--- src/alvl_pkg.sv ---
// ----------------------------------------------------------------------------
// alvl_pkg
// shared types and constants for the low-pass / volume / limiter block
// ----------------------------------------------------------------------------
package alvl_pkg;

  localparam int SAMPLE_IN_W  = 24;
  localparam int SAMPLE_OUT_W = 16;
  localparam int CHAN_W       = 3;
  localparam int ACC_W        = 40;
  localparam int COEF_W       = 17;
  localparam int CFG_IDX_W    = 2;

  // 1.0 in q1.16
  localparam logic [COEF_W-1:0] ONE_Q16 = 17'h10000;

  // register indexes
  localparam logic [CFG_IDX_W-1:0] REG_BYPASS = 2'd0;
  localparam logic [CFG_IDX_W-1:0] REG_ALPHA  = 2'd1;
  localparam logic [CFG_IDX_W-1:0] REG_VOLUME = 2'd2;

  typedef enum logic [1:0] {
    S_IDLE,
    S_FILT,
    S_UPD,
    S_OUT
  } state_t;

  // control from the sequencer to the accumulator unit
  typedef struct packed {
    logic capture;   // take ram data and form alpha * d
    logic bypass;    // load the accumulator with the input
    logic in_range;  // channel has an accumulator
  } acc_ctrl_t;

endpackage

--- src/audio_lowpass_volume_limiter.sv ---
// ----------------------------------------------------------------------------
// audio_lowpass_volume_limiter
// per-channel one-pole low-pass, master volume and 16-bit saturation
// ----------------------------------------------------------------------------
// sequencing: an accepted item passes S_FILT and S_UPD, and out_valid rises when S_OUT
//   loads the output register; no new item is taken before that load, because of the
//   read-modify-write of the accumulator ram (registered read, then alpha multiply,
//   then write back alongside the volume multiply)
// reset: synchronous; accumulators read as zero, bypass on, alpha and volume 1.0
// ----------------------------------------------------------------------------
module audio_lowpass_volume_limiter #(
  parameter int CHANNELS = 8
) (
  input  logic                              clk,
  input  logic                              rst,
  // configuration writes
  input  logic                              cfg_we,
  input  logic [alvl_pkg::CFG_IDX_W-1:0]    cfg_index,
  input  logic [alvl_pkg::COEF_W-1:0]       cfg_data,
  // input items
  input  logic                              in_valid,
  output logic                              in_ready,
  input  logic [alvl_pkg::CHAN_W-1:0]       chan_index,
  input  logic signed [alvl_pkg::SAMPLE_IN_W-1:0] sample_in,
  // result items
  output logic                              out_valid,
  input  logic                              out_ready,
  output logic [alvl_pkg::CHAN_W-1:0]       chan_out,
  output logic signed [alvl_pkg::SAMPLE_OUT_W-1:0] sample_out,
  output logic                              clipped
);
  import alvl_pkg::*;

  localparam int ADDR_W = (CHANNELS > 1) ? $clog2(CHANNELS) : 1;
  localparam logic [4:0] CHAN_LIMIT = 5'(CHANNELS);

  // configuration registers
  logic              filter_bypass;
  logic [COEF_W-1:0] filter_alpha;
  logic [COEF_W-1:0] master_volume;
  logic [COEF_W-1:0] alpha_clamped;
  logic [COEF_W-1:0] volume_clamped;

  // sequencer
  state_t state;
  state_t state_next;
  logic   in_accept;
  logic   capture;
  logic   update;
  logic   out_load;

  // item being worked on
  logic [CHAN_W-1:0]      chan_q;
  logic [SAMPLE_IN_W-1:0] sample_q;
  logic [3:0]             chan_in_ext;
  logic [3:0]             chan_q_ext;
  logic                   in_range;
  logic [ACC_W-1:0]       x;

  // accumulator store
  logic [CHANNELS-1:0] acc_valid;
  logic [ADDR_W-1:0]   rd_addr;
  logic [ADDR_W-1:0]   wr_addr;
  logic [ACC_W-1:0]    acc_rd;
  logic [ACC_W-1:0]    acc_new;
  logic                acc_we;
  acc_ctrl_t           acc_ctrl;

  logic [SAMPLE_OUT_W-1:0] sat;
  logic                    clip;

  // ---------------------------------------------------------------------------
  // configuration port, values above 1.0 are clamped on use
  // ---------------------------------------------------------------------------
  always_ff @(posedge clk) begin
    if (rst) begin
      filter_bypass <= 1'b1;
      filter_alpha  <= ONE_Q16;
      master_volume <= ONE_Q16;
    end else if (cfg_we) begin
      case (cfg_index)
        REG_BYPASS: filter_bypass <= cfg_data[0];
        REG_ALPHA:  filter_alpha  <= cfg_data;
        REG_VOLUME: master_volume <= cfg_data;
        default:    ;
      endcase
    end
  end

  assign alpha_clamped  = (filter_alpha  > ONE_Q16) ? ONE_Q16 : filter_alpha;
  assign volume_clamped = (master_volume > ONE_Q16) ? ONE_Q16 : master_volume;

  // ---------------------------------------------------------------------------
  // sequencer: idle -> filter multiply -> write back / volume -> output
  // ---------------------------------------------------------------------------
  always_ff @(posedge clk) begin
    if (rst) begin
      state <= S_IDLE;
    end else begin
      state <= state_next;
    end
  end

  always_comb begin
    state_next = state;
    case (state)
      S_IDLE: if (in_valid) state_next = S_FILT;
      S_FILT: state_next = S_UPD;
      S_UPD:  state_next = S_OUT;
      S_OUT:  if (!out_valid || out_ready) state_next = S_IDLE;
      default: state_next = S_IDLE;
    endcase
  end

  always_comb begin
    in_ready = 1'b0;
    capture  = 1'b0;
    update   = 1'b0;
    out_load = 1'b0;
    case (state)
      S_IDLE: in_ready = 1'b1;
      S_FILT: capture  = 1'b1;
      S_UPD:  update   = 1'b1;
      // the output register frees as the waiting item is taken
      S_OUT:  out_load = !out_valid || out_ready;
      default: ;
    endcase
  end

  assign in_accept = in_valid && in_ready;

  // ---------------------------------------------------------------------------
  // item capture and channel decode
  // ---------------------------------------------------------------------------
  always_ff @(posedge clk) begin
    if (in_accept) begin
      chan_q   <= chan_index;
      sample_q <= sample_in;
    end
  end

  assign chan_in_ext = {1'b0, chan_index};
  assign chan_q_ext  = {1'b0, chan_q};
  assign rd_addr     = chan_in_ext[ADDR_W-1:0];
  assign wr_addr     = chan_q_ext[ADDR_W-1:0];
  assign in_range    = {2'b00, chan_q} < CHAN_LIMIT;

  // sample moved to q8.31
  assign x = {sample_q, 16'h0000};

  // ---------------------------------------------------------------------------
  // accumulator ram; one item in flight so the read never races a write
  // ---------------------------------------------------------------------------
  assign acc_we = update && in_range;

  alvl_ram #(
    .WIDTH (ACC_W),
    .DEPTH (CHANNELS),
    .ADDR_W(ADDR_W)
  ) u_acc_ram (
    .clk  (clk),
    .we   (acc_we),
    .waddr(wr_addr),
    .wdata(acc_new),
    .re   (in_accept),
    .raddr(rd_addr),
    .rdata(acc_rd)
  );

  // per-entry valid bits stand in for clearing the ram at reset
  always_ff @(posedge clk) begin
    if (rst) begin
      acc_valid <= '0;
    end else if (acc_we) begin
      acc_valid[wr_addr] <= 1'b1;
    end
  end

  assign acc_ctrl.capture  = capture;
  assign acc_ctrl.bypass   = filter_bypass;
  assign acc_ctrl.in_range = in_range;

  alvl_acc_unit u_acc (
    .clk         (clk),
    .ctrl        (acc_ctrl),
    .acc_rd      (acc_rd),
    .acc_rd_valid(acc_valid[wr_addr]),
    .x           (x),
    .alpha       (alpha_clamped),
    .acc_new     (acc_new)
  );

  // ---------------------------------------------------------------------------
  // volume and limiter
  // ---------------------------------------------------------------------------
  alvl_gain u_gain (
    .clk (clk),
    .en  (update),
    .y   (acc_new),
    .vol (volume_clamped),
    .sat (sat),
    .clip(clip)
  );

  // ---------------------------------------------------------------------------
  // output register
  // ---------------------------------------------------------------------------
  always_ff @(posedge clk) begin
    if (rst) begin
      out_valid <= 1'b0;
    end else if (out_load) begin
      out_valid <= 1'b1;
    end else if (out_ready) begin
      out_valid <= 1'b0;
    end
  end

  always_ff @(posedge clk) begin
    if (out_load) begin
      chan_out   <= chan_q;
      sample_out <= signed'(sat);
      clipped    <= clip;
    end
  end

endmodule

--- src/alvl_ram.sv ---
// ----------------------------------------------------------------------------
// alvl_ram
// generic single-write, single-read ram with registered read data
// ----------------------------------------------------------------------------
module alvl_ram #(
  parameter int WIDTH  = 40,
  parameter int DEPTH  = 8,
  parameter int ADDR_W = (DEPTH > 1) ? $clog2(DEPTH) : 1
) (
  input  logic              clk,
  input  logic              we,
  input  logic [ADDR_W-1:0] waddr,
  input  logic [WIDTH-1:0]  wdata,
  input  logic              re,
  input  logic [ADDR_W-1:0] raddr,
  output logic [WIDTH-1:0]  rdata
);

  logic [WIDTH-1:0] mem [DEPTH];

  always_ff @(posedge clk) begin
    if (we) begin
      mem[waddr] <= wdata;
    end
    if (re) begin
      rdata <= mem[raddr];
    end
  end

endmodule

--- src/alvl_acc_unit.sv ---
// ----------------------------------------------------------------------------
// alvl_acc_unit
// one-pole filter update: registered alpha * (x - acc), then add back
// ----------------------------------------------------------------------------
module alvl_acc_unit (
  input  logic                         clk,
  input  alvl_pkg::acc_ctrl_t          ctrl,
  input  logic [alvl_pkg::ACC_W-1:0]   acc_rd,
  input  logic                         acc_rd_valid,
  input  logic [alvl_pkg::ACC_W-1:0]   x,
  input  logic [alvl_pkg::COEF_W-1:0]  alpha,
  output logic [alvl_pkg::ACC_W-1:0]   acc_new
);
  import alvl_pkg::*;

  logic signed [ACC_W-1:0] acc_cur;
  logic signed [ACC_W:0]   diff;
  logic signed [ACC_W-1:0] acc_old;
  logic signed [58:0]      prod;
  logic signed [ACC_W:0]   delta;
  logic signed [ACC_W:0]   sum;

  // entries never written read as zero
  assign acc_cur = acc_rd_valid ? signed'(acc_rd) : '0;
  assign diff    = signed'({x[ACC_W-1], x}) - signed'({acc_cur[ACC_W-1], acc_cur});

  always_ff @(posedge clk) begin
    if (ctrl.capture) begin
      acc_old <= acc_cur;
      prod    <= diff * signed'({1'b0, alpha});
    end
  end

  // floor shift by 16; |delta| <= |diff| so 41 bits hold it
  assign delta = prod[56:16];
  assign sum   = signed'({acc_old[ACC_W-1], acc_old}) + delta;

  assign acc_new = (ctrl.bypass || !ctrl.in_range) ? x : sum[ACC_W-1:0];

endmodule

--- src/alvl_gain.sv ---
// ----------------------------------------------------------------------------
// alvl_gain
// master volume multiply, clip detect and saturation to q1.15
// ----------------------------------------------------------------------------
module alvl_gain (
  input  logic                              clk,
  input  logic                              en,
  input  logic [alvl_pkg::ACC_W-1:0]        y,
  input  logic [alvl_pkg::COEF_W-1:0]       vol,
  output logic [alvl_pkg::SAMPLE_OUT_W-1:0] sat,
  output logic                              clip
);
  import alvl_pkg::*;

  localparam logic signed [57:0] P_ONE = 58'sd1 <<< 47;

  logic signed [57:0] p;
  logic               fits;

  always_ff @(posedge clk) begin
    if (en) begin
      p <= signed'(y) * signed'({1'b0, vol});
    end
  end

  assign clip = (p > P_ONE) || (p < -P_ONE);

  // p >>> 32 fits 16 bits when the top bits are all sign copies
  assign fits = (p[57:47] == '0) || (p[57:47] == '1);

  always_comb begin
    if (fits) begin
      sat = p[47:32];
    end else if (p[57]) begin
      sat = 16'h8000;
    end else begin
      sat = 16'h7fff;
    end
  end

endmodule

--- config.mk ---
export PLATFORM = sky130hd
export DESIGN_NAME = audio_lowpass_volume_limiter
export DESIGN_NICKNAME = d
export VERILOG_FILES = /design/src/alvl_pkg.sv /design/src/audio_lowpass_volume_limiter.sv /design/src/alvl_ram.sv /design/src/alvl_acc_unit.sv /design/src/alvl_gain.sv
export SDC_FILE = /design/constraint.sdc
export NUM_CORES = 2
export LEC_CHECK = 0
export BUFFER_PORTS_ARGS = -buffer_cell sky130_fd_sc_hd__buf_4
export CORE_MARGIN = 2
export CORE_UTILIZATION = 28
export CTS_BUF_LIST = sky130_fd_sc_hd__clkbuf_8
export CTS_CLUSTER_DIAMETER = 50
export DETAILED_ROUTE_END_ITERATION = 8
export GPL_TIMING_DRIVEN = 0
export PLACE_DENSITY_LB_ADDON = 0.2
export RECOVER_POWER = 25
export SLEW_MARGIN = 5
export SYNTH_ARGS = -nofsm -noshare
export SYNTH_HDL_FRONTEND = slang
export SYNTH_SLANG_ARGS = --single-unit
--- constraint.sdc ---
create_clock -name clk -period 13.1 [get_ports clk]
set_input_delay 0.655 -clock clk [delete_from_list [all_inputs] [get_ports clk]]
set_output_delay 0.655 -clock clk [all_outputs]
set_load 0.005 [all_outputs]
==> impl_metrics.csv <==
group,metric,value,unit
outcome,status,"complete, but fails checks",
outcome,violations,"capacitance limit, slew limit",
die,initial_utilization,28.1,%
power,p_per_area,120,mW/mm2
worst_setup_path,startpoint,"chan_q[1]",
worst_setup_path,crit_fanout,11,
route,finalWirelength,251,mm
place,gp_congestion,0.948,
place,portBuffers,71,
clock_tree,cts.sinks,591,
sta,setup_tns,0,ns
power,p_leak,34.9,nW
clock_tree,cts.clk_slew.worst_paths,0.06,ns
clock_tree,cts_buffer_depth,3,
clock_tree,cts_buffers,106,
sta,setup_slack,0.557,ns
route,firstDrtPassIters,5,
yosys,syn-num-nets,8586,
worst_setup_path,path_class,"flip-flop to flip-flop",
clock_tree,clock_latency,0.85,ns
route,vias_per_cell,4.69,
global_routing,antenna_found_initial,13,
sta,fmax,79.7,MHz
worst_setup_path,crit_arrival,13.10,ns
cells_and_area,final_cell_area,0.0783,mm2
route,drc,0,
yosys,synth_async_sr_flop_share,0,%
die,die_y,506,um
power,peakVddDrop,0.0000858,V
worst_setup_path,crit_top_cell,"fa_1",
cells_and_area,final_core_util,31.2,%
cells_and_area,drive_gt1_share,6.47,%
route,wire_per_inst,23.7,um
cells_and_area,final_common_cell,"inv_1",
worst_setup_path,cp-start-kind,"flip-flop",
clock_tree,htreeDepth,3,
yosys,ys.flop_type,"edfxtp_1",
worst_setup_path,r2r_cells,40,
worst_setup_path,cp_slowest_cell,"fa_1",
cells_and_area,layout_common_cells,"inv_1 (1572), fa_1 (1276), nand2_1 (1058)",
yosys,yosysUniqueCellTypes,97,
run,maxCapViolCount,6,
sta,max_slew_margin,-152,%
worst_hold_path,hold_class,"primary input to flip-flop",
global_routing,first_global_vias,54000,
worst_setup_path,endpoint_kind,"flip-flop",
global_routing,grt_pass1_wl,372,mm
cells_and_area,fin_nets,8820,
yosys,ys.warnings.count,0,
yosys,yosysSeqAreaShare,24.5,%
die,die-area,0.256,mm2
global_routing,track_usage,19.9,%
cells_and_area,area_growth_syn_to_layout,11.1,%
sta,setup_violations,0,
sta,finalCritPeriodShare,95.8,%
global_routing,grt_max_degree,55,
global_routing,overflow,0,
route,ant_nets,0,
worst_setup_path,crit-reg2reg-launch,"chan_q[1]",
die,die_x,506,um
sta,tightest_slew,3.78,ns
clock_tree,cts_root_buffer,"clkbuf_8",
place,place_ws,-1.82,ns
place,dpl_cell_area,0.0758,mm2
worst_setup_path,cpPeakStageDelay,0.56,ns
worst_setup_path,required,13.65,ns
yosys,synth_area,0.0705,mm2
die,core_area,0.251,mm2
worst_setup_path,rr_endpoint,"u_acc.prod[54]",
worst_setup_path,endpoint,"u_acc.prod[54]",
sta,worst_clock_skew,0.100,ns
sta,slew_violations,189,
route,drt_iter0_drc,3302,
clock_tree,tritoncts,"built",
sta,hold_violations,0,
yosys,avgSynthCellArea,10.2,um2
power,power,0.00940,W
sta,fin_crit,12.54,ns
route,vias,49800,
yosys,synth_edf_count,545,
die,rows,184,
worst_setup_path,ff2ff_setup_slack,0.56,ns
yosys,ys_seq_elements,591,
sta,rsz0062_at_grt,"no",
yosys,netlist_instances,6930,
place,dp_hpwl,208,mm
die,ios,73,
## Yosys cell counts (19+ instances only)
master,n,area (um2)
nand2b_1,25,156
a21oi_1,164,821
o21ai_0,74,370
nand4_1,25,156
fa_1,1276,25500
nor2_1,471,1770
edfxtp_1,545,16400
mux2_2,43,484
o21a_1,25,188
nand3_1,33,165
xor2_1,55,482
ha_1,329,4120
xnor2_1,116,1020
a21o_1,86,646
nor2b_1,54,338
o211ai_1,27,203
mux4_2,82,1850
o21bai_1,19,143
clkbuf_1,246,923
inv_1,1552,5830
a211oi_1,25,188
nor4_1,27,169
and2_1,190,1190
dfxtp_1,46,921
nor3_1,45,225
and3_1,44,275
nand2_1,1058,3970
## critical path: cells and delay by family (launching register included)
family | cells | cell delay [ns]
adder cells (fa/ha/maj) | 8 | 3.76
buffers and inverters | 11 | 2.36
XOR/XNOR | 2 | 0.65
AO/OA/AOI/OAI | 10 | 2.49
multiplexers | 2 | 0.72
flip-flops | 1 | 0.43
AND/OR/NAND/NOR | 7 | 1.78
## logic make-up (layout without fill, tap and decap cells)
family	after synthesis	count (layout)	synth area share (%)
AO/OA/AOI/OAI	556	556	5.27
XOR/XNOR	174	174	2.19
adder cells (fa/ha/maj)	1605	1605	42.1
buffers and inverters	1839	2163	9.94
flip-flops	591	591	24.5
multiplexers	131	131	3.39
other	0	8	0
AND/OR/NAND/NOR	2034	2034	12.6
## routing by layer
layer / GRT usage (%) / up-vias / share of wire [%]
met5: 0 / - / 0.0092
met4: 7.26 / 4 / 4.2
met3: 2.30 / 358 / 4.9
met2: 33.7 / 1405 / 48
met1: 26.1 / 26200 / 43
li1: - / 21800 / -
## repair_timing
action,4_1_cts,5_1_grt
hold endpoints to repair,27,0
buffers inserted,1,0
resized for setup,17,9
hold buffers,27,0
setup endpoints to repair,19,7
pin swaps,1,1
## registers in the layout, summed over array words and instances (netlist names)
register,cells
state,2
sample_out,16
u_acc_ram.mem,320
u_acc_ram.rdata,40
clipped,1
u_acc.acc_old,40
chan_out,3
filter_alpha,17
sample_q,24
chan_q,3
out_valid,1
filter_bypass,1
u_gain.p,58
acc_valid,8
master_volume,17
u_acc.prod,40
## through the flow
step	std cells	hold slack (ns)
finish	10600	0.125
floorplan	6930	0.428
CTS	10600	0.00375
detailed placement	10400	0.459
global route	10600	0.0760
global placement	10300	0.448
## how the worst min path moves through the flow
stage,depth (start not counted),to,startpoint
floorplan,0,chan_out[1],chan_q[1]
global placement,2,acc_valid[3],acc_valid[3]
detailed placement,2,acc_valid[4],acc_valid[4]
CTS,2,filter_bypass,cfg_data[0]
global route,2,filter_bypass,cfg_data[0]
finish,3,filter_alpha[13],cfg_data[13]
## area by class of cell
cell class	instances	area, um2
fillers	26300	173000
multi-input cells	4500	46400
flip-flops and latches	591	17300
inverters	1554	5830
well taps	3348	4190
clock buffers	109	1500
plain buffers	284	1170
repair buffers	127	1130
clock inverters	89	743
diodes	8	20.0
## where the power goes
part	switching [W]	internal [W]
Combinational	0.00325	0.00152
Clock	0.000867	0.000992
Sequential	0.000200	0.00256
Power figures use the tool's default switching activity.
